### src/rtl/core/fpa_pkg.sv
`timescale 1ns / 1ps
// ----------------------------------------------------------------------------
// Fixed-point ALU package
// Shared types, operation codes and defaults for the fixed-point ALU.
// ----------------------------------------------------------------------------
package fpa_pkg;

  localparam int unsigned DATA_W            = 32;
  localparam int unsigned PROD_W            = 2 * DATA_W;
  localparam int unsigned FRACTION_BITS_DEF = 8;

  typedef enum logic [3:0] {
    MODE_ADD     = 4'd0,
    MODE_SUB     = 4'd1,
    MODE_MUL     = 4'd2,
    MODE_DIV     = 4'd3,
    MODE_GT      = 4'd4,
    MODE_LT      = 4'd5,
    MODE_GE      = 4'd6,
    MODE_LE      = 4'd7,
    MODE_EQ      = 4'd8,
    MODE_NE      = 4'd9,
    MODE_MIN     = 4'd10,
    MODE_MAX     = 4'd11,
    MODE_INC     = 4'd12,
    MODE_DEC     = 4'd13,
    MODE_FROMINT = 4'd14,
    MODE_TOINT   = 4'd15
  } mode_e;

  typedef struct packed {
    mode_e                    mode;
    logic signed [DATA_W-1:0] operand_a;
    logic signed [DATA_W-1:0] operand_b;
  } in_t;

  typedef struct packed {
    logic signed [DATA_W-1:0] result_value;
    logic                     compare_true;
    logic                     divide_by_zero;
  } out_t;

  // Side information that travels alongside the divider datapath.
  typedef struct packed {
    logic                     is_mul;
    logic                     is_div;
    logic                     neg;
    logic                     cmp;
    logic                     dz;
    logic [DATA_W-1:0]        res;
    logic signed [PROD_W-1:0] prod;
  } side_t;

endpackage

### src/rtl/core/fpa_back.sv
`timescale 1ns / 1ps
// ----------------------------------------------------------------------------
// Fixed-point ALU back stage
// Applies the quotient sign, scales the product and registers the result.
// ----------------------------------------------------------------------------
module fpa_back #(
  parameter int unsigned FRACTION_BITS = fpa_pkg::FRACTION_BITS_DEF,
  parameter int unsigned DIV_W         = fpa_pkg::DATA_W + FRACTION_BITS
) (
  input  logic             clk_i,
  input  logic             rst_ni,
  input  logic             en_i,
  input  logic             valid_i,
  input  fpa_pkg::side_t   side_i,
  input  logic [DIV_W-1:0] quo_i,
  output logic             valid_o,
  output fpa_pkg::out_t    data_o
);
  import fpa_pkg::*;

  logic [DIV_W-1:0] quo_s;
  out_t             data_d;
  out_t             data_q;
  logic             valid_q;

  always_comb begin
    quo_s  = side_i.neg ? DIV_W'(-quo_i) : quo_i;
    data_d = '0;
    data_d.compare_true   = side_i.cmp;
    data_d.divide_by_zero = side_i.dz;
    if (side_i.is_mul) begin
      data_d.result_value = side_i.prod[FRACTION_BITS +: DATA_W];
    end else if (side_i.is_div) begin
      data_d.result_value = side_i.dz ? '0 : quo_s[DATA_W-1:0];
    end else begin
      data_d.result_value = side_i.res;
    end
  end

  always_ff @(posedge clk_i or negedge rst_ni) begin
    if (!rst_ni) begin
      valid_q <= 1'b0;
    end else if (en_i) begin
      valid_q <= valid_i;
    end
  end

  always_ff @(posedge clk_i) begin
    if (en_i) begin
      data_q <= data_d;
    end
  end

  assign valid_o = valid_q;
  assign data_o  = data_q;

endmodule

### config.mk
export PLATFORM = sky130hd
export DESIGN_NAME = fpa_back
export DESIGN_NICKNAME = d
export VERILOG_FILES = /design/src/rtl/core/fpa_pkg.sv /design/src/rtl/core/fpa_back.sv
export SDC_FILE = /design/constraint.sdc
export NUM_CORES = 1
export LEC_CHECK = 0
export ABC_CLOCK_PERIOD_IN_PS = 1000
export BUFFER_PORTS_ARGS = -buffer_cell sky130_fd_sc_hd__buf_4
export CAP_MARGIN = 25
export CORE_MARGIN = 8
export CORE_UTILIZATION = 32
export CTS_CLUSTER_DIAMETER = 100
export CTS_CLUSTER_SIZE = 28
export DETAILED_ROUTE_END_ITERATION = 16
export HOLD_SLACK_MARGIN = 0.03
export PLACE_DENSITY = 0.66
export SKIP_CTS_REPAIR_TIMING = 1
export SYNTH_ARGS = -nofsm -noshare
export SYNTH_HDL_FRONTEND = slang
export SYNTH_SLANG_ARGS = --single-unit
### constraint.sdc
create_clock -name clk_i -period 1 [get_ports clk_i]
set_input_delay 0.2 -clock clk_i [delete_from_list [all_inputs] [get_ports clk_i]]
set_output_delay 0.2 -clock clk_i [all_outputs]
set_load 0.01 [all_outputs]
* Word-level counts from Yosys, hierarchy flattened
Cells that the tools add are included.
** Word-level totals
- Bits of input ports :: 145
- Logic and storage cells :: 9
- Register bits after elaboration :: 35
** Cells by class
- Muxes and demuxes :: 4
- Add/sub/neg operators :: 1
** Operator list (number)
- two-way mux 32 bit :: 4
- negator 32 bit :: 1

* Depth between registers and ports, before layout
- Word-level depth :: 5
- Depth in mapped cells :: 7

* Worst setup path before layout
OpenSTA, ideal clock, no wires.
- Path type :: input port to flip-flop
- From :: in quo_i[12]
- To :: reg data_q, in the netlist data_o[27], data pin
- Buffers on the path :: 0
- Setup slack :: -0.961 ns
- Data required time :: 0.842 ns
- Setup time :: 0.158 ns
- Stages :: 5
- Arrival time :: 1.803 ns
- Cell sequence :: nor4_4 -> nand4_4 -> or4_1 -> or4_1 -> o211ai_1
** RTL lines
- start: declaration :: line fpa_back.sv:15 : input logic [DIV_W-1:0] quo_i,
- end signal: assignment :: line fpa_back.sv:50 : data_q <= data_d;
- end: declaration :: line fpa_back.sv:23 : out_t data_q;

==> summary.txt <==
Outcome
  – Outcome: complete, but fails checks
  – Violated checks: setup timing

Timing
  – Fin. Hold Viols: 0
  – RSZ-0062 raised after global routing: yes
  – Fin crit share: 1.704
  – Worst Skew: 0 ns
  – Final Slew Violations: 0
  – Worst-case headroom to the max-slew limit: 0.7156
  – PnR worst setup slack: -0.7040 ns
  – Final setup fails: 54
  – Peak Freq: 586.9 MHz
  – Worst slew pin tran: 0.4265 ns
  – Crit path time final: 1.704 ns
  – Setup TNS Final: -16.56 ns

Logic synthesis
  – Synth area leaders: edfxtp_1 (42%), xor2_1 (7.2%), o21ai_0 (6.6%), a22oi_1 (5.0%), a221oi_1 (2.5%)
  – Synth Area in XOR/XNOR: 0.08312
  – Post-synth top area cell: edfxtp_1
  – Adder-cell area share of the yosys netlist: 0.005163
  – Synth Register Bits: 35
  – Post-Synthesis Mean Instance Area: 9.852 sq um
  – EDFF count, synth: 34
  – Mapped Area: 2424 sq um
  – Yosys top cell area share: 0.4213
  – Main combinational cell family by area after synthesis: compound AO/OA/AOI/OAI gates
  – Synth cell types: 41
  – Compound-gate portion of the synthesized area: 0.2354
  – Gate Count Post-Synth: 246
  – Synth Warn #: 0
  – Simple-Gate Fraction of Synth Area: 0.1936
  – Net Count, Synth: 392
  – Top_reg_cell synth: edfxtp_1
  – Post-synthesis sequential area ratio: 0.4316
  – Post-synthesis mux area share: 0.02168
  – Async set or reset register ratio after synthesis: 0.02857

GRT
  – Vias in the first global route: 2,870
  – Global-route wire length before repair: 14.00 mm
  – Largest net degree at the start of global routing: 28
  – Initial antenna violation count: 0
  – GRT Resource Usage Total: 0.1702
  – Grt ovf: 0

Critical path
  – Critical Path End Type: flop
  – Crit path max fanout: 2
  – Startpoint Class: primary input
  – R2R setup slack: 0.25 ns
  – CP arrival: 1.85 ns
  – Worst EP required: 1.15 ns
  – WS Path Type: primary input to flop
  – FF-to-FF Start: valid_o
  – Register-to-Register Path Depth: 1
  – R2r endpoint: valid_o

Pwr
  – P per Cell Area: 916.9 nW/um^2
  – Leak pwr: 2.185 nW
  – Total power: 0.004599 W
  – Maximum VDD drop: 0.0004531 V

Clock network
  – Num Clock Sinks: 35
  – Clock root cell: clkbuf_8
  – Inserted Clock Buffers: 5
  – H-Tree Depth: 2
  – Skew-Pair Late Insertion Delay: 0.28 ns
  – Clock buffer depth: 2
  – Reg clk slew, reported paths: 0.08 ns
  – CTS tree: yes

Placement
  – # port buffers: 139
  – Cell count after placement: 545
  – Final HPWL DP: 7.922 mm
  – Post-DP Area: 4245 sq um
  – Placer Congestion: 0.8902

Route
  – Routed via count: 2,961
  – DRT Pass-1 Iters: 4
  – Drc violations: 0
  – Via density: 5.213
  – DRT antenna net count: 0
  – Drt total wl: 10.63 mm
  – Detailed Route Iter0 Violations: 197
  – Drt wl/cell: 18.71 microns

Floorplan
  – Die Span X: 103.0 microns
  – Number of placed I/O pins: 180
  – Core area: 7292 sq um
  – Initial Util: 0.3324
  – Height of the chip: 103.0 microns
  – FP Rows: 31
  – Die Footprint: 10,610 sq um

Min path
  – Worst hold path startpoint: side_i[97]
  – Sink of the worst hold path: data_o[1]
  – Worst min-delay path class: primary input to flop
  – Worst hold path stage count: 1

Run
  – Max Cap Violations: 0

Final layout
  – Layout cells sized above 1: 0.6205
  – N_diodes: 0
  – Post-layout nets: 614
  – Commonest non-fill, non-tap cell in the layout: buf_4
  – P&R area growth vs syn: 107.0%
  – Final std cells w/o fill: 568
  – Finished Core Util: 0.6879
  – Highest-count cells in the layout ignoring fill and taps: buf_4 (177), buf_6 (39), edfxtp_1 (34)
  – Design Area, Final: 5016 sq um
flip-flops by register name, summed over array words and instances, names as in the netlist:
register,count
data_o,34
valid_o,1
per-stage QoR:
step                worst slack [ns]  hold WS (ns)
CTS                          -0.8080       -0.3231
global placement              -1.070      -0.02445
floorplan                    -0.9569      -0.09559
detailed placement            -1.110      -0.02196
global route                 -0.7820       0.07435
finish                       -0.7040       0.08187
metal layers:
layer  wire length, microns  GRT usage
met1                   3956     0.1943
met2                   5694     0.3107
met3                    772    0.03376
met4                    204    0.05117
met5                      0          0
cells in the mapped netlist, types with 4 or more instances:
| cell type | number |
|---|---|
| a21oi_1 | 8 |
| a221oi_1 | 7 |
| a22oi_1 | 16 |
| a2bb2oi_1 | 5 |
| and2_1 | 4 |
| and3_1 | 5 |
| clkbuf_1 | 13 |
| edfxtp_1 | 34 |
| inv_1 | 6 |
| nand2_1 | 16 |
| nand2b_1 | 4 |
| nor2_1 | 14 |
| nor3_1 | 5 |
| nor4_1 | 5 |
| o21ai_0 | 32 |
| o31ai_1 | 7 |
| o41ai_1 | 5 |
| or3_1 | 6 |
| xor2_1 | 20 |
critical path: stages:
cell and delay (ns):
buf_8 0.10, nor4_4 0.38, nand4_4 0.16, or4_4 0.51, or4_1 0.41, o211ai_1 0.09
worst max path at each step:
| stage | to | slack (ns) | from |
|---|---|---|---|
| final | data_o[27] | -0.70 | quo_i[12] |
| after global placement | data_o[27] | -1.07 | quo_i[9] |
| after global routing | data_o[28] | -0.78 | quo_i[6] |
| after floorplan | data_o[27] | -0.96 | quo_i[9] |
| after CTS | data_o[27] | -0.81 | quo_i[17] |
| after detailed placement | data_o[27] | -1.11 | quo_i[17] |
power by group:
| part | switching, W | internal [W] | leakage (nW) |
|---|---|---|---|
| combinational | 0.000718 | 0.000958 | 1.79 |
| sequential | 0.0000588 | 0.00178 | 0.343 |
| clock | 0.000526 | 0.000556 | 0.0482 |
| total | 0.00130 | 0.00330 | 2.18 |
final cells by class:
cell class / count / area (sq um)
Clock buffer: 7 / 86.33
Timing Repair Buffer: 228 / 1988
Clock inverter: 1 / 5.005
Fill cell: 549 / 2276
Multi-Input combinational cell: 192 / 1719
Sequential cell: 35 / 1046
Tap cell: 99 / 123.9
Inverter: 6 / 47.55
cell families after synthesis:
kind of cell    count (synthesis)
compound gates                 86
simple gates                   77
flops                          35
xor+xnor                       23
buf+inv                        19
mux                             5
fa+ha+maj                       1
Power figures use the tool's default switching activity.
