--- config.mk ---
export PLATFORM = sky130hd
export DESIGN_NAME = fpa_div_step
export DESIGN_NICKNAME = d
export VERILOG_FILES = /design/src/rtl/core/fpa_pkg.sv /design/src/rtl/core/fpa_div_step.sv
export SDC_FILE = /design/constraint.sdc
export NUM_CORES = 1
export LEC_CHECK = 0
export BUFFER_PORTS_ARGS = -buffer_cell sky130_fd_sc_hd__buf_2
export CAP_MARGIN = 10
export CORE_AREA = 2 2 160 162
export DETAILED_ROUTE_END_ITERATION = 12
export DIE_AREA = 0 0 162 164
export GPL_TIMING_DRIVEN = 0
export PLACE_DENSITY = 0.74
export SLEW_MARGIN = 20
export SYNTH_ARGS = -nofsm -noshare
export SYNTH_HDL_FRONTEND = slang
export SYNTH_SLANG_ARGS = --single-unit
--- constraint.sdc ---
create_clock -name clk_i -period 1.7 [get_ports clk_i]
set_input_delay 0.255 -clock clk_i [delete_from_list [all_inputs] [get_ports clk_i]]
set_output_delay 0.255 -clock clk_i [all_outputs]
set_load 0.005 [all_outputs]
--- src/rtl/core/fpa_pkg.sv ---
`timescale 1ns / 1ps
// ----------------------------------------------------------------------------
// Fixed-point ALU package
// Shared types, operation codes and defaults for the fixed-point ALU.
// ----------------------------------------------------------------------------
package fpa_pkg;

  localparam int unsigned DATA_W            = 32;
  localparam int unsigned PROD_W            = 2 * DATA_W;
  localparam int unsigned FRACTION_BITS_DEF = 8;

  typedef enum logic [3:0] {
    MODE_ADD     = 4'd0,
    MODE_SUB     = 4'd1,
    MODE_MUL     = 4'd2,
    MODE_DIV     = 4'd3,
    MODE_GT      = 4'd4,
    MODE_LT      = 4'd5,
    MODE_GE      = 4'd6,
    MODE_LE      = 4'd7,
    MODE_EQ      = 4'd8,
    MODE_NE      = 4'd9,
    MODE_MIN     = 4'd10,
    MODE_MAX     = 4'd11,
    MODE_INC     = 4'd12,
    MODE_DEC     = 4'd13,
    MODE_FROMINT = 4'd14,
    MODE_TOINT   = 4'd15
  } mode_e;

  typedef struct packed {
    mode_e                    mode;
    logic signed [DATA_W-1:0] operand_a;
    logic signed [DATA_W-1:0] operand_b;
  } in_t;

  typedef struct packed {
    logic signed [DATA_W-1:0] result_value;
    logic                     compare_true;
    logic                     divide_by_zero;
  } out_t;

  // Side information that travels alongside the divider datapath.
  typedef struct packed {
    logic                     is_mul;
    logic                     is_div;
    logic                     neg;
    logic                     cmp;
    logic                     dz;
    logic [DATA_W-1:0]        res;
    logic signed [PROD_W-1:0] prod;
  } side_t;

endpackage

--- src/rtl/core/fpa_div_step.sv ---
`timescale 1ns / 1ps
// ----------------------------------------------------------------------------
// Fixed-point ALU divider step
// One registered restoring division step, producing one quotient bit.
// ----------------------------------------------------------------------------
module fpa_div_step #(
  parameter int unsigned DIV_W = fpa_pkg::DATA_W + fpa_pkg::FRACTION_BITS_DEF
) (
  input  logic                        clk_i,
  input  logic                        rst_ni,
  input  logic                        en_i,
  input  logic                        valid_i,
  input  fpa_pkg::side_t              side_i,
  input  logic [fpa_pkg::DATA_W-1:0]  rem_i,
  input  logic [DIV_W-1:0]            quo_i,
  input  logic [fpa_pkg::DATA_W-1:0]  dvsr_i,
  output logic                        valid_o,
  output fpa_pkg::side_t              side_o,
  output logic [fpa_pkg::DATA_W-1:0]  rem_o,
  output logic [DIV_W-1:0]            quo_o,
  output logic [fpa_pkg::DATA_W-1:0]  dvsr_o
);
  import fpa_pkg::*;

  logic [DATA_W:0]   shifted;
  logic [DATA_W+1:0] trial;
  logic              ge;
  logic [DATA_W-1:0] rem_d;
  logic [DIV_W-1:0]  quo_d;
  logic              valid_q;
  side_t             side_q;
  logic [DATA_W-1:0] rem_q;
  logic [DIV_W-1:0]  quo_q;
  logic [DATA_W-1:0] dvsr_q;

  always_comb begin
    shifted = {rem_i, quo_i[DIV_W-1]};
    trial   = {1'b0, shifted} - {2'b00, dvsr_i};
    ge      = !trial[DATA_W+1];
    rem_d   = ge ? trial[DATA_W-1:0] : shifted[DATA_W-1:0];
    quo_d   = {quo_i[DIV_W-2:0], ge};
  end

  always_ff @(posedge clk_i or negedge rst_ni) begin
    if (!rst_ni) begin
      valid_q <= 1'b0;
    end else if (en_i) begin
      valid_q <= valid_i;
    end
  end

  always_ff @(posedge clk_i) begin
    if (en_i) begin
      side_q <= side_i;
      rem_q  <= rem_d;
      quo_q  <= quo_d;
      dvsr_q <= dvsr_i;
    end
  end

  assign valid_o = valid_q;
  assign side_o  = side_q;
  assign rem_o   = rem_q;
  assign quo_o   = quo_q;
  assign dvsr_o  = dvsr_q;

endmodule

* Word-level counts from Yosys, hierarchy flattened
Index checks and enable logic that the tools add are counted.
Operators by class: muxes and demuxes 1, add/subtract/negate cells 1, reduce and logical (&&, ||, !) cells 1
Operators with widths (count):
- subtractor 33 x 32 -> 34 bit | 1
- 2-to-1 mux 32 bit | 1
- logical NOT 1 bit | 1
Word-level totals: input port bits 209, flip-flop bits (word level) 206, output and inout bits 206

* Depth between registers and ports, before layout
word-level depth 2, depth in mapped cells 12, mapped depth without buffers 12

* Worst setup path before layout
OpenSTA, ideal clock, no wires.
path kind input-to-reg, start input port quo_i[39], end register rem_q[28], in the netlist rem_o[28], data pin, stages 12, data arrival time 2.655 ns, buffers on the path 0, path slack -1.215 ns, cells stage by stage inv_1 -> ha_1 -> inv_1 -> fa_1 -> a211oi_1 -> o211a_1 -> o31ai_1 -> o41a_1 -> a41oi_1 -> o21ai_0 -> a21boi_0 -> mux2_4
Between the ends: longest elaborated chain between the ends 2
Ends and longest elaborated chain:
- start: declaration | RTL line fpa_div_step.sv:15 | input logic [DIV_W-1:0] quo_i,
- subtractor 33 x 32 -> 34 bit | RTL line fpa_div_step.sv:38 | trial = {1'b0, shifted} - {2'b00, dvsr_i};
- 2-to-1 mux 32 bit | RTL line fpa_div_step.sv:40 | rem_d = ge ? trial[DATA_W-1:0] : shifted[DATA_W-1:0];
- net rem_d[28] | RTL line fpa_div_step.sv:28 | logic [DATA_W-1:0] rem_d;
- end signal: assignment | RTL line fpa_div_step.sv:55 | rem_q <= rem_d;
- end: declaration | RTL line fpa_div_step.sv:32 | logic [DATA_W-1:0] rem_q;
The timed path passes the listed nets, and every way through them passes these cells. A chain may end at the register's enable or synchronous reset.

* Final worst setup path
Ends and elaborated chain as after synthesis.

==> summary.txt <==
Power and ir drop
  • Internal power: 10.4 mW
  • Clock network power share: around a third
  • Switching pwr: approximately 3.4 mW
  • Switching share of power: roughly a quarter
  • Total power: between 10 and 15 mW
  • Static Leak: around 6.3 nW
  • Share of power burned in registers: a little under half
  • Max VDD drop: 0.908 mV
  • PD cells: around 950 nW/µm²
  • Combinational Power Share: 20.8%

Worst setup path
  • WP data required: roughly 2 ns
  • Slowest-stage cell, CP: o41a_1
  • Crit start category: input port
  • Critical Path Sink Type: flip-flop
  • Crit Path Max Fanout: 3
  • Worst-path cell chain: buf_6 -> inv_4 -> ha_4 -> inv_2 -> fa_2 -> a211oi_2 -> o211a_1 -> o31ai_4 -> o41a_1 -> a41oi_2 -> o21ai_1 -> a21boi_2 -> mux2_4
  • Crit Path Class: in2reg
  • Crit path arrival time: approximately 2.8 ns
  • Critical Path Max Stage Delay: 0.45 ns

Die
  • Ports: between 400 and 500
  • Rows: 58
  • Die height: approximately 160 µm
  • Starting Density: between 30% and 40%
  • Total Die Area: between 20000 and 30000 µm²
  • Core ar.: around 25000 µm²
  • Die width: ~160 µm

Clocking
  • CTS H-tree lvls: 1
  • Clock Pin Slew Worst Setup and Hold Paths: about 0.060 ns
  • Num CTS Buffers: 23
  • Clock root buffer: clkbuf_16
  • CTS Sinks: approximately 210
  • Maximum buffer depth of the clock tree: 3
  • TritonCTS clock tree: done
  • Worst-Skew Late Latency: approximately 0.50 ns

Final layout
  • P&R area growth vs syn: 68.4%
  • Sequential cell area: 6180 µm²
  • Fin util: ~58%
  • Fillers: about 1900
  • Layout cell share with drive strength beyond 1: around half
  • Multi-input logic area: roughly 2500 µm²
  • # nets final: between 1000 and 1500

Route
  • Vias per cell: 4.75
  • Antenna viol nets, final: 0
  • Drt first-iter violations: 423
  • Avg WL per Cell: between 15 and 20 µm
  • WL met3: 2570 µm
  • Top routing layer in use: met5
  • Metal-1 WL: ~11000 µm
  • # DRC: 0
  • DRT Pass-1 Iters: 5
  • WL met2: roughly 16000 µm
  • WL final: around 30000 µm
  • DR vias: 7301

Timing
  • Slew HR: between 60% and 70%
  • PnR worst setup slack: -0.796 ns
  • Setup Skew: 0 ns
  • Slew Viols, Final: 0
  • Post-route minimum period: 2.50 ns
  • FMAX: 401 MHz
  • Hold Fails Final Rpt: 0
  • TNS Setup: -21.10 ns
  • RSZ-0062 raised after global routing: yes
  • # setup viols final: 33
  • Period utilisation layout: 147%
  • Least-Margin Pin Slew: between 0.5 and 0.6 ns

Logic synthesis
  • Warnings, synthesis: 0
  • Syn Inst Count: between 500 and 600
  • Top cell type's share of synthesized area: between 70% and 80%
  • Register area share after synthesis: ~70%
  • Top_reg_cell synth: edfxtp_1
  • Post-synth EDFFs: around 200
  • Yosys reg bits: 206
  • Area leader, netlist: edfxtp_1
  • Synthesized area per cell: ~16 µm²
  • Top cells by area, synth: edfxtp_1 72%, ha_1 4.7%, mux2_4 4.4%
  • Ys async rst share: less than 1%
  • Synth cell types: 54
  • Syn_nets: 770
  • Cell Area, Synth: ~8600 µm²

Global routing
  • Overflow after GRT: 0
  • Pin count of the biggest net entering global routing: 105
  • GRT Total Usage: 21.7%
  • Initial antenna violation count: 5
  • First-pass GRT wire length: roughly 43000 µm
  • Number of global-route vias before repair: between 7000 and 8000

Flow run
  • MaxCap Viol Count: 0

Placed design
  • Hpwl dp: 20100 µm
  • Global placer's final weighted congestion: just under 0.9
  • # port buffers: roughly 410

Outcome
  • Failing checks: setup timing
  • Outcome: complete, but fails checks

Worst hold path
  • Min-delay worst type: in2reg
## stage by stage
stage                     hold slack, ns  std cells  cell area [µm²]  setup WS (ns)
after floorplan                  -0.0406        528             8720          -1.05
after global placement            0.0293       1272            11200          -2.45
after detailed placement          0.0301       1274            11300          -1.55
after CTS                         0.0319       1516            14300         -0.790
after global routing              0.0402       1535            14500         -0.831
final                             0.0611       1536            14500         -0.796
## worst paths after layout
check,start,to,slack (ns),depth (start not counted)
max,quo_i[39],rem_o[28],-0.80,13
min,rem_i[21],rem_o[22],0.06,2
max reg2reg,valid_o,valid_o,0.97,1
min reg2reg,valid_o,valid_o,0.50,1
max in group asynchronous,rst_ni,valid_o,1.55,2
min in group asynchronous,rst_ni,valid_o,0.07,2
## power by group through the flow
stage | clock (mW) | sequential [mW] | combinational [mW]
after floorplan | 0 | 6.44 | 0.943
after global placement | 0 | 6.36 | 2.08
after detailed placement | 0 | 6.36 | 2.14
after CTS | 4.76 | 6.26 | 2.77
after global routing | 5.00 | 6.31 | 3.09
final | 4.67 | 6.27 | 2.88
## synth_stat cells, drive strengths merged, types with 2 or more instances
master  count
nand3       5
edfxtp    205
ha         32
a21oi      33
a21boi      2
nand2      23
nor2       16
o21a        6
nor3        6
o21ai      18
inv        41
buf         8
nand4       6
a211oi      5
a21o        7
o31ai       5
xnor2      17
mux2       28
o211ai      4
o21bai      4
and3        6
or2         3
and4        2
or3         3
xor2        7
nor2b       3
a41oi       2
mux2i       6
a31oi       4
nand2b      4
## kinds of logic (layout without fill, tap and decap cells)
logic type / Yosys count / after routing / synth area share, %
xor+xnor: 24 / 24 / 2.44
other cells: 0 / 3 / 0
compound gates: 102 / 102 / 7.97
flops: 206 / 206 / 71.9
fa+ha+maj: 33 / 33 / 4.89
mux: 34 / 34 / 5.46
simple gates: 80 / 80 / 4.64
buf+inv: 49 / 724 / 2.72
## per-layer routing
layer	vias up	track usage [%]
li1	3357	-
met4	4	7.92
met1	3517	24.4
met5	-	0
met2	350	38.9
met3	73	6.67
## state kept, by name (all words and copies together) (netlist names)
register / cells
quo_o: 40
side_o: 101
dvsr_o: 32
rem_o: 32
valid_o: 1
## worst max-delay path: cells and delay by family
kind                     cells  cell delay [ns]
AO/OA/AOI/OAI                7             1.53
adder cells (fa/ha/maj)      2             0.52
multiplexers                 1             0.25
buffers and inverters        3             0.19
## cells in the final DEF, fill, tap and decap left out, types with 5 or more instances in the layout
cell and n:
buf_2 398, edfxtp_1 205, dlygate4sd3_1 174, buf_4 39
inv_1 29, mux2_4 27, a21oi_1 24, clkbuf_16 23
nand2_1 22, ha_1 20, xnor2_1 17, buf_6 17
nor2_1 14, o21ai_0 12, ha_4 11, inv_2 7
a21oi_2 7, xor2_1 7, a21o_1 6, nand4_1 6
o21a_1 6, nor3_1 6, clkbuf_1 5, buf_8 5
## what timing repair did
item	4_1_cts	5_1_grt
hold buffers	174	0
hold endpoints to repair	174	0
resized for setup	86	18
buffers inserted	27	20
pin swaps	18	15
gates cloned	2	0
endpoints found under the setup margin	33	33
## final cells by class
type | count | share of cell area [%]
tap | 330 | 2.85
buffer | 3 | 0.415
timing repair buffer | 638 | 30.5
clock inverter | 14 | 0.752
multi-input combinational | 273 | 17.4
antenna | 3 | 0.0518
inverter | 41 | 1.22
clock buffer | 28 | 4.10
sequential | 206 | 42.7
(Power assumes the default switching activity.)
