==> config.mk <==
export PLATFORM = sky130hd
export DESIGN_NAME = fpa_front
export DESIGN_NICKNAME = d
export VERILOG_FILES = /design/src/rtl/core/fpa_pkg.sv /design/src/rtl/core/fpa_front.sv
export SDC_FILE = /design/constraint.sdc
export NUM_CORES = 2
export LEC_CHECK = 0
export ABC_AREA = 0
export BUFFER_PORTS_ARGS = -buffer_cell sky130_fd_sc_hd__buf_4
export CORE_MARGIN = 2
export CORE_UTILIZATION = 34
export CTS_CLUSTER_DIAMETER = 50
export DETAILED_ROUTE_END_ITERATION = 10
export SYNTH_ARGS = -nofsm -noshare
export SYNTH_HDL_FRONTEND = slang
export SYNTH_SLANG_ARGS = --single-unit
==> constraint.sdc <==
create_clock -name clk_i -period 0.8 [get_ports clk_i]
set_clock_uncertainty 0.1 [all_clocks]
set_input_delay 0.04 -clock clk_i [delete_from_list [all_inputs] [get_ports clk_i]]
set_output_delay 0.04 -clock clk_i [all_outputs]
set_load 0.005 [all_outputs]
==> src/rtl/core/fpa_pkg.sv <==
`timescale 1ns / 1ps
// ----------------------------------------------------------------------------
// Fixed-point ALU package
// Shared types, operation codes and defaults for the fixed-point ALU.
// ----------------------------------------------------------------------------
package fpa_pkg;

  localparam int unsigned DATA_W            = 32;
  localparam int unsigned PROD_W            = 2 * DATA_W;
  localparam int unsigned FRACTION_BITS_DEF = 8;

  typedef enum logic [3:0] {
    MODE_ADD     = 4'd0,
    MODE_SUB     = 4'd1,
    MODE_MUL     = 4'd2,
    MODE_DIV     = 4'd3,
    MODE_GT      = 4'd4,
    MODE_LT      = 4'd5,
    MODE_GE      = 4'd6,
    MODE_LE      = 4'd7,
    MODE_EQ      = 4'd8,
    MODE_NE      = 4'd9,
    MODE_MIN     = 4'd10,
    MODE_MAX     = 4'd11,
    MODE_INC     = 4'd12,
    MODE_DEC     = 4'd13,
    MODE_FROMINT = 4'd14,
    MODE_TOINT   = 4'd15
  } mode_e;

  typedef struct packed {
    mode_e                    mode;
    logic signed [DATA_W-1:0] operand_a;
    logic signed [DATA_W-1:0] operand_b;
  } in_t;

  typedef struct packed {
    logic signed [DATA_W-1:0] result_value;
    logic                     compare_true;
    logic                     divide_by_zero;
  } out_t;

  // Side information that travels alongside the divider datapath.
  typedef struct packed {
    logic                     is_mul;
    logic                     is_div;
    logic                     neg;
    logic                     cmp;
    logic                     dz;
    logic [DATA_W-1:0]        res;
    logic signed [PROD_W-1:0] prod;
  } side_t;

endpackage

==> src/rtl/core/fpa_front.sv <==
`timescale 1ns / 1ps
// ----------------------------------------------------------------------------
// Fixed-point ALU front stage
// Evaluates the simple operations, forms the product and prepares the
// magnitudes for the divider.
// ----------------------------------------------------------------------------
module fpa_front #(
  parameter int unsigned FRACTION_BITS = fpa_pkg::FRACTION_BITS_DEF,
  parameter int unsigned DIV_W         = fpa_pkg::DATA_W + FRACTION_BITS
) (
  input  logic                        clk_i,
  input  logic                        rst_ni,
  input  logic                        en_i,
  input  logic                        valid_i,
  input  fpa_pkg::in_t                data_i,
  output logic                        valid_o,
  output fpa_pkg::side_t              side_o,
  output logic [fpa_pkg::DATA_W-1:0]  rem_o,
  output logic [DIV_W-1:0]            quo_o,
  output logic [fpa_pkg::DATA_W-1:0]  dvsr_o
);
  import fpa_pkg::*;

  logic signed [DATA_W-1:0] a;
  logic signed [DATA_W-1:0] b;
  logic signed [DIV_W-1:0]  a_ext;
  logic signed [DIV_W-1:0]  num;
  logic [DIV_W-1:0]         n_mag;
  logic [DATA_W-1:0]        d_mag;
  side_t                    side_d;
  side_t                    side_q;
  logic                     valid_q;
  logic [DIV_W-1:0]         quo_q;
  logic [DATA_W-1:0]        dvsr_q;

  always_comb begin
    a      = data_i.operand_a;
    b      = data_i.operand_b;
    a_ext  = DIV_W'(a);
    num    = a_ext <<< FRACTION_BITS;
    n_mag  = num[DIV_W-1] ? DIV_W'(-num) : DIV_W'(num);
    d_mag  = b[DATA_W-1] ? DATA_W'(-b) : DATA_W'(b);
    side_d        = '0;
    side_d.prod   = PROD_W'(a) * PROD_W'(b);
    side_d.is_mul = (data_i.mode == MODE_MUL);
    side_d.is_div = (data_i.mode == MODE_DIV);
    side_d.neg    = a[DATA_W-1] ^ b[DATA_W-1];
    case (data_i.mode)
      MODE_ADD:     side_d.res = DATA_W'(a + b);
      MODE_SUB:     side_d.res = DATA_W'(a - b);
      MODE_DIV:     side_d.dz  = (b == '0);
      MODE_GT:      side_d.cmp = (a > b);
      MODE_LT:      side_d.cmp = (a < b);
      MODE_GE:      side_d.cmp = (a >= b);
      MODE_LE:      side_d.cmp = (a <= b);
      MODE_EQ:      side_d.cmp = (a == b);
      MODE_NE:      side_d.cmp = (a != b);
      MODE_MIN:     side_d.res = (a < b) ? a : b;
      MODE_MAX:     side_d.res = (a > b) ? a : b;
      MODE_INC:     side_d.res = DATA_W'(a + DATA_W'(1));
      MODE_DEC:     side_d.res = DATA_W'(a - DATA_W'(1));
      MODE_FROMINT: side_d.res = DATA_W'(a <<< FRACTION_BITS);
      MODE_TOINT:   side_d.res = DATA_W'(a >>> FRACTION_BITS);
      default:      side_d.res = '0;
    endcase
  end

  always_ff @(posedge clk_i or negedge rst_ni) begin
    if (!rst_ni) begin
      valid_q <= 1'b0;
    end else if (en_i) begin
      valid_q <= valid_i;
    end
  end

  always_ff @(posedge clk_i) begin
    if (en_i) begin
      side_q <= side_d;
      quo_q  <= n_mag;
      dvsr_q <= d_mag;
    end
  end

  assign valid_o = valid_q;
  assign side_o  = side_q;
  assign rem_o   = '0;
  assign quo_o   = quo_q;
  assign dvsr_o  = dvsr_q;

endmodule

Word level (Yosys, flattened, before mapping):

Cells that the tools add are included.

* register bits: 174
* input port bits: 72
* output and inout bits: 206

* add/subtract/negate cells: 6
* multiply operators: 1
* $lt $le $gt $ge: 4
* equal/unequal tests: 17
* multiplexer cells: 6
* bitwise operators: 1
* reduce and logical (&&, ||, !) cells: 2

Operators by type and width (count)
* $pmux W32 S8: 1
* $mul A32 B32 Y64: 1
* $mux W32: 2
* $neg A40 Y40: 1
* $mux W39: 1
* $add A32 B2 Y32 const B: 1
* $add A32 B32 Y32: 1
* $eq A32 B32 Y1: 1
* $eq A4 B4 Y1 const B: 8
* $ge A32 B32 Y1: 1
* $gt A32 B32 Y1: 1
* $le A32 B32 Y1: 1
* $logic_not A32 Y1: 1
* $lt A32 B32 Y1: 1
* $ne A32 B32 Y1: 1
* $neg A32 Y32: 1
* $sub A32 B2 Y32 const B: 1
* $sub A32 B32 Y32: 1
* $mux W31: 1
* $eq A4 B3 Y1 const B: 4
* $eq A4 B2 Y1 const B: 2
* $pmux W1 S6: 1
* $eq A4 B1 Y1 const B: 1
* $logic_not A4 Y1: 1
* $xor A1 B1 Y1: 1

Depth between registers and ports, before layout:

* depth after elaboration: 3
* mapped depth: 31
* depth with buffers taken out: 28

Worst setup path before layout:

OpenSTA, ideal clock, no wires.

* path type: input-to-reg
* start point: input port data_i[63] (netlist bit)
* end point: register side_q (netlist bit side_o[62]), data pin
* setup time: 0.263 ns
* arrival: 7.800 ns
* setup slack: -7.363 ns
* stages on the path: 30
* path through: clkbuf_1 -> clkbuf_1 -> clkbuf_1 -> nand2_1 -> inv_1 -> fa_1 -> inv_1 -> fa_1 -> inv_1 -> fa_1 -> fa_1 -> inv_1 -> fa_1 -> inv_1 -> fa_1 -> inv_1 -> fa_1 -> inv_1 -> fa_1 -> ha_1 -> o21ai_0 -> nand2b_1 -> a21o_1 -> a21oi_1 -> nand3b_1 -> and2_1 -> a21oi_1 -> or2_2 -> a311oi_1 -> xnor2_1

RTL lines
* start: declaration: line fpa_front.sv:15 `input fpa_pkg::in_t data_i,`
* end signal: assignment: line fpa_front.sv:78 `side_q <= side_d;`
* end: declaration: line fpa_front.sv:31 `side_t side_q;`

==> results.md <==
- F_max: approximately 140 MHz
- Layout cell share with drive strength beyond 1: between 20% and 30%
- Clock transition at path regs: 0.08 ns
- CORE AREA: around 140000 um^2
- IO buf count: 237
- First-pass GRT wire length: approximately 260000 um
- Placement Cell Area: 59900 um^2
- Post-DP HPWL: ~140000 um
- Relative slew slack: slightly above 60%
- Setup crit end kind: flip-flop
- Initial antenna violation count: 13
- Synth area leaders: fa_1, edfxtp_1, inv_1, ha_1, and2_1
- Adder-Cell Fraction of Synth Area: between 50% and 60%
- Crit path arrival time: approximately 7.4 ns
- Hold Path Class: input port to flip-flop
- Post-synth ARST share: less than 1%
- GP Congestion: 0.936
- Commonest non-fill, non-tap cell in the layout: buf_4
- TritonRoute pass-1 iters: 8
- Worst slew pin tran: 0.589 ns
- XOR/XNOR Fraction of Synth Area: under 10%
- Cell Area, Synth: about 48000 um^2
- Remaining Overflow, GRT: 0
- Slowest stage cell, crit path: fa_1
- Main combinational cell family by area after synthesis: adder cells
- Synthesized area per cell: about 9.5 um^2
- Total die area: approximately 140000 um^2
- Final WL: ~170000 um
- Status: finished with violations
- Synth Register Bits: ~170
- Synth Flop Type: edfxtp_1
- Count of final setup violators: 330
- CTS Root Cell: clkbuf_16
- CTS Buf Count: 17
- FP Rows: around 140
- Compound-Gate Fraction of Synth Area: 7.24%
- Post-CTS Hold Buffers: 13
- Endpoints failing hold: 31
- Antenna Violating Nets Remaining: 0
- Reg2reg setup slack: -0.05 ns
- Vias in the first global route: 42.4k
- Gate Count Post-Synth: about 5k
- Leading cell types in the layout, fill and taps excluded: buf_4, fa_1, inv_1, nand2_1, and2_1
- GR Util All Layers: between 20% and 30%
- TritonCTS clock tree: yes
- DRC: 0
- Multi-input logic area: 41100 um^2
- Kind of critical path: input port to flip-flop
- CP startpoint kind: input port
- CP Max Fanout: 6
- Clk Latency, worst-skew pair: roughly 0.56 ns
- Final worst slack: -6.24 ns
- Die height: around 380 um
- Failing checks: hold timing, setup timing
- Post-synthesis mux area share: 0.444%
- Unrepaired setup endpoints after global routing: true
- Max Buffers Root-to-Sink: 2
- Post-synth top area share: 45.1%
- Area leader, netlist: fa_1
- Post-DR wirelength/cell: ~21 um
- Worst EP required: 1.13 ns
- Clock sink total: ~170
- # fillers: approximately 13k
- Starting Density: approximately 34%
- Via count: about 40k
- Htree depth: 4
- Ys Warns: 0
- Number of flops mapped to enable cells by yosys: 165
- CP delay by family, top: adder cells
- Net count, final: ~7.5k
- Synth unique cells: 82
- Hold Slack: -0.175 ns
- Maximum capacitance violations: 0
- Max incr delay on CP: 0.57 ns
- Final Critical Period: 7.04 ns
- Post-route cell area: around 64000 um^2
- Sequential area share after synthesis: around a tenth
- Starting DRT DRC Count: approximately 2.8k
- CP bufs+invs: 8
- Post-Synth Simple-Gate Area: roughly 15%
- Die Wd: ~380 um
- Cell mode on critical path: fa_1
- Max Slew Vio Count: 0
- Area grow syn2layout: 33.0%
- Largest net degree at the start of global routing: 34
- Vias per cell: 4.95
- Storage cell area: 4980 um^2
- Final Cycle Share: 880%
- Ports: about 280
[metal layers]
| metal | wire length [um] | share of wire, % | track usage, % |
|---|---|---|---|
| met5 | 85 | 0.050 | 0 |
| met4 | 6960 | 4.1 | 9.35 |
| met3 | 10600 | 6.2 | 3.87 |
| met2 | 83700 | 49 | 39.6 |
| met1 | 68200 | 40 | 30.4 |
[worst paths after layout]
check	startpoint	endpoint	cells past startpoint
min in group asynchronous	rst_ni	valid_o	3
worst max-delay path	data_i[3]	side_o[61]	28
worst min register to register	valid_o	valid_o	1
worst max register to register	valid_o	valid_o	1
worst min-delay path	en_i	side_o[27]	2
max in group asynchronous	rst_ni	valid_o	3
[cell type report]
type                    instances  area share [%]
flip-flops and latches        166            7.78
multi-input cells            3568            64.3
repair buffers               1239            17.1
clock inverters                14           0.221
well taps                    1890            3.69
inverters                    1049            6.25
clock buffers                  18           0.670
diodes                          8          0.0313
[state kept, by name, summed over array words and instances (netlist names)]
register and cells:
dvsr_o 32, quo_o 32, side_o 101, valid_o 1
[synthesized netlist by cell type, types with 34 or more instances]
cell type / number
a21o_1: 69
a21oi_1: 153
and2_1: 459
buf_4: 40
clkbuf_1: 274
edfxtp_1: 165
fa_1: 1084
ha_1: 281
inv_1: 1047
nand2_1: 561
nand2b_1: 42
nand3_1: 34
nor2_1: 164
o21ai_0: 95
xnor2_1: 155
xor2_1: 47
[through the flow]
stage	worst slack, ns	hold WS [ns]	setup TNS (ns)	instances	util (%)
2_1_floorplan	-6.80	-0.356	-499.30	5117	-
3_3_place_gp	-7.18	-0.285	-644.55	7827	42.5
3_5_place_dp	-7.18	-0.283	-646.19	7827	42.5
4_1_cts	-6.18	-0.217	-576.69	7911	44.3
5_1_grt	-6.46	-0.174	-592.30	7950	45.4
6_report	-6.24	-0.175	-571.54	7952	45.4
[cell families (layout without fill, tap and decap cells)]
logic type | after synthesis | after routing
and+or+nand+nor | 1414 | 1414
buffers and inverters | 1383 | 2320
adders and majority gates | 1365 | 1365
AOI/OAI and AO/OA | 525 | 525
xor gates and xnor gates | 203 | 203
DFF | 166 | 166
muxes | 21 | 21
other | 1 | 48
[timing repair]
| action | CTS | global route |
|---|---|---|
| endpoints found under the hold margin | 129 | 42 |
| pin swaps | 142 | 191 |
| resized for setup | 309 | 287 |
| endpoints found under the setup margin | 326 | 329 |
| buffers inserted | 42 | 41 |
| cloned | 3 | 4 |
Power is left out: the tool's default activity adds up to more than one toggle a clock period on the data nets, which glitch-free logic cannot reach.
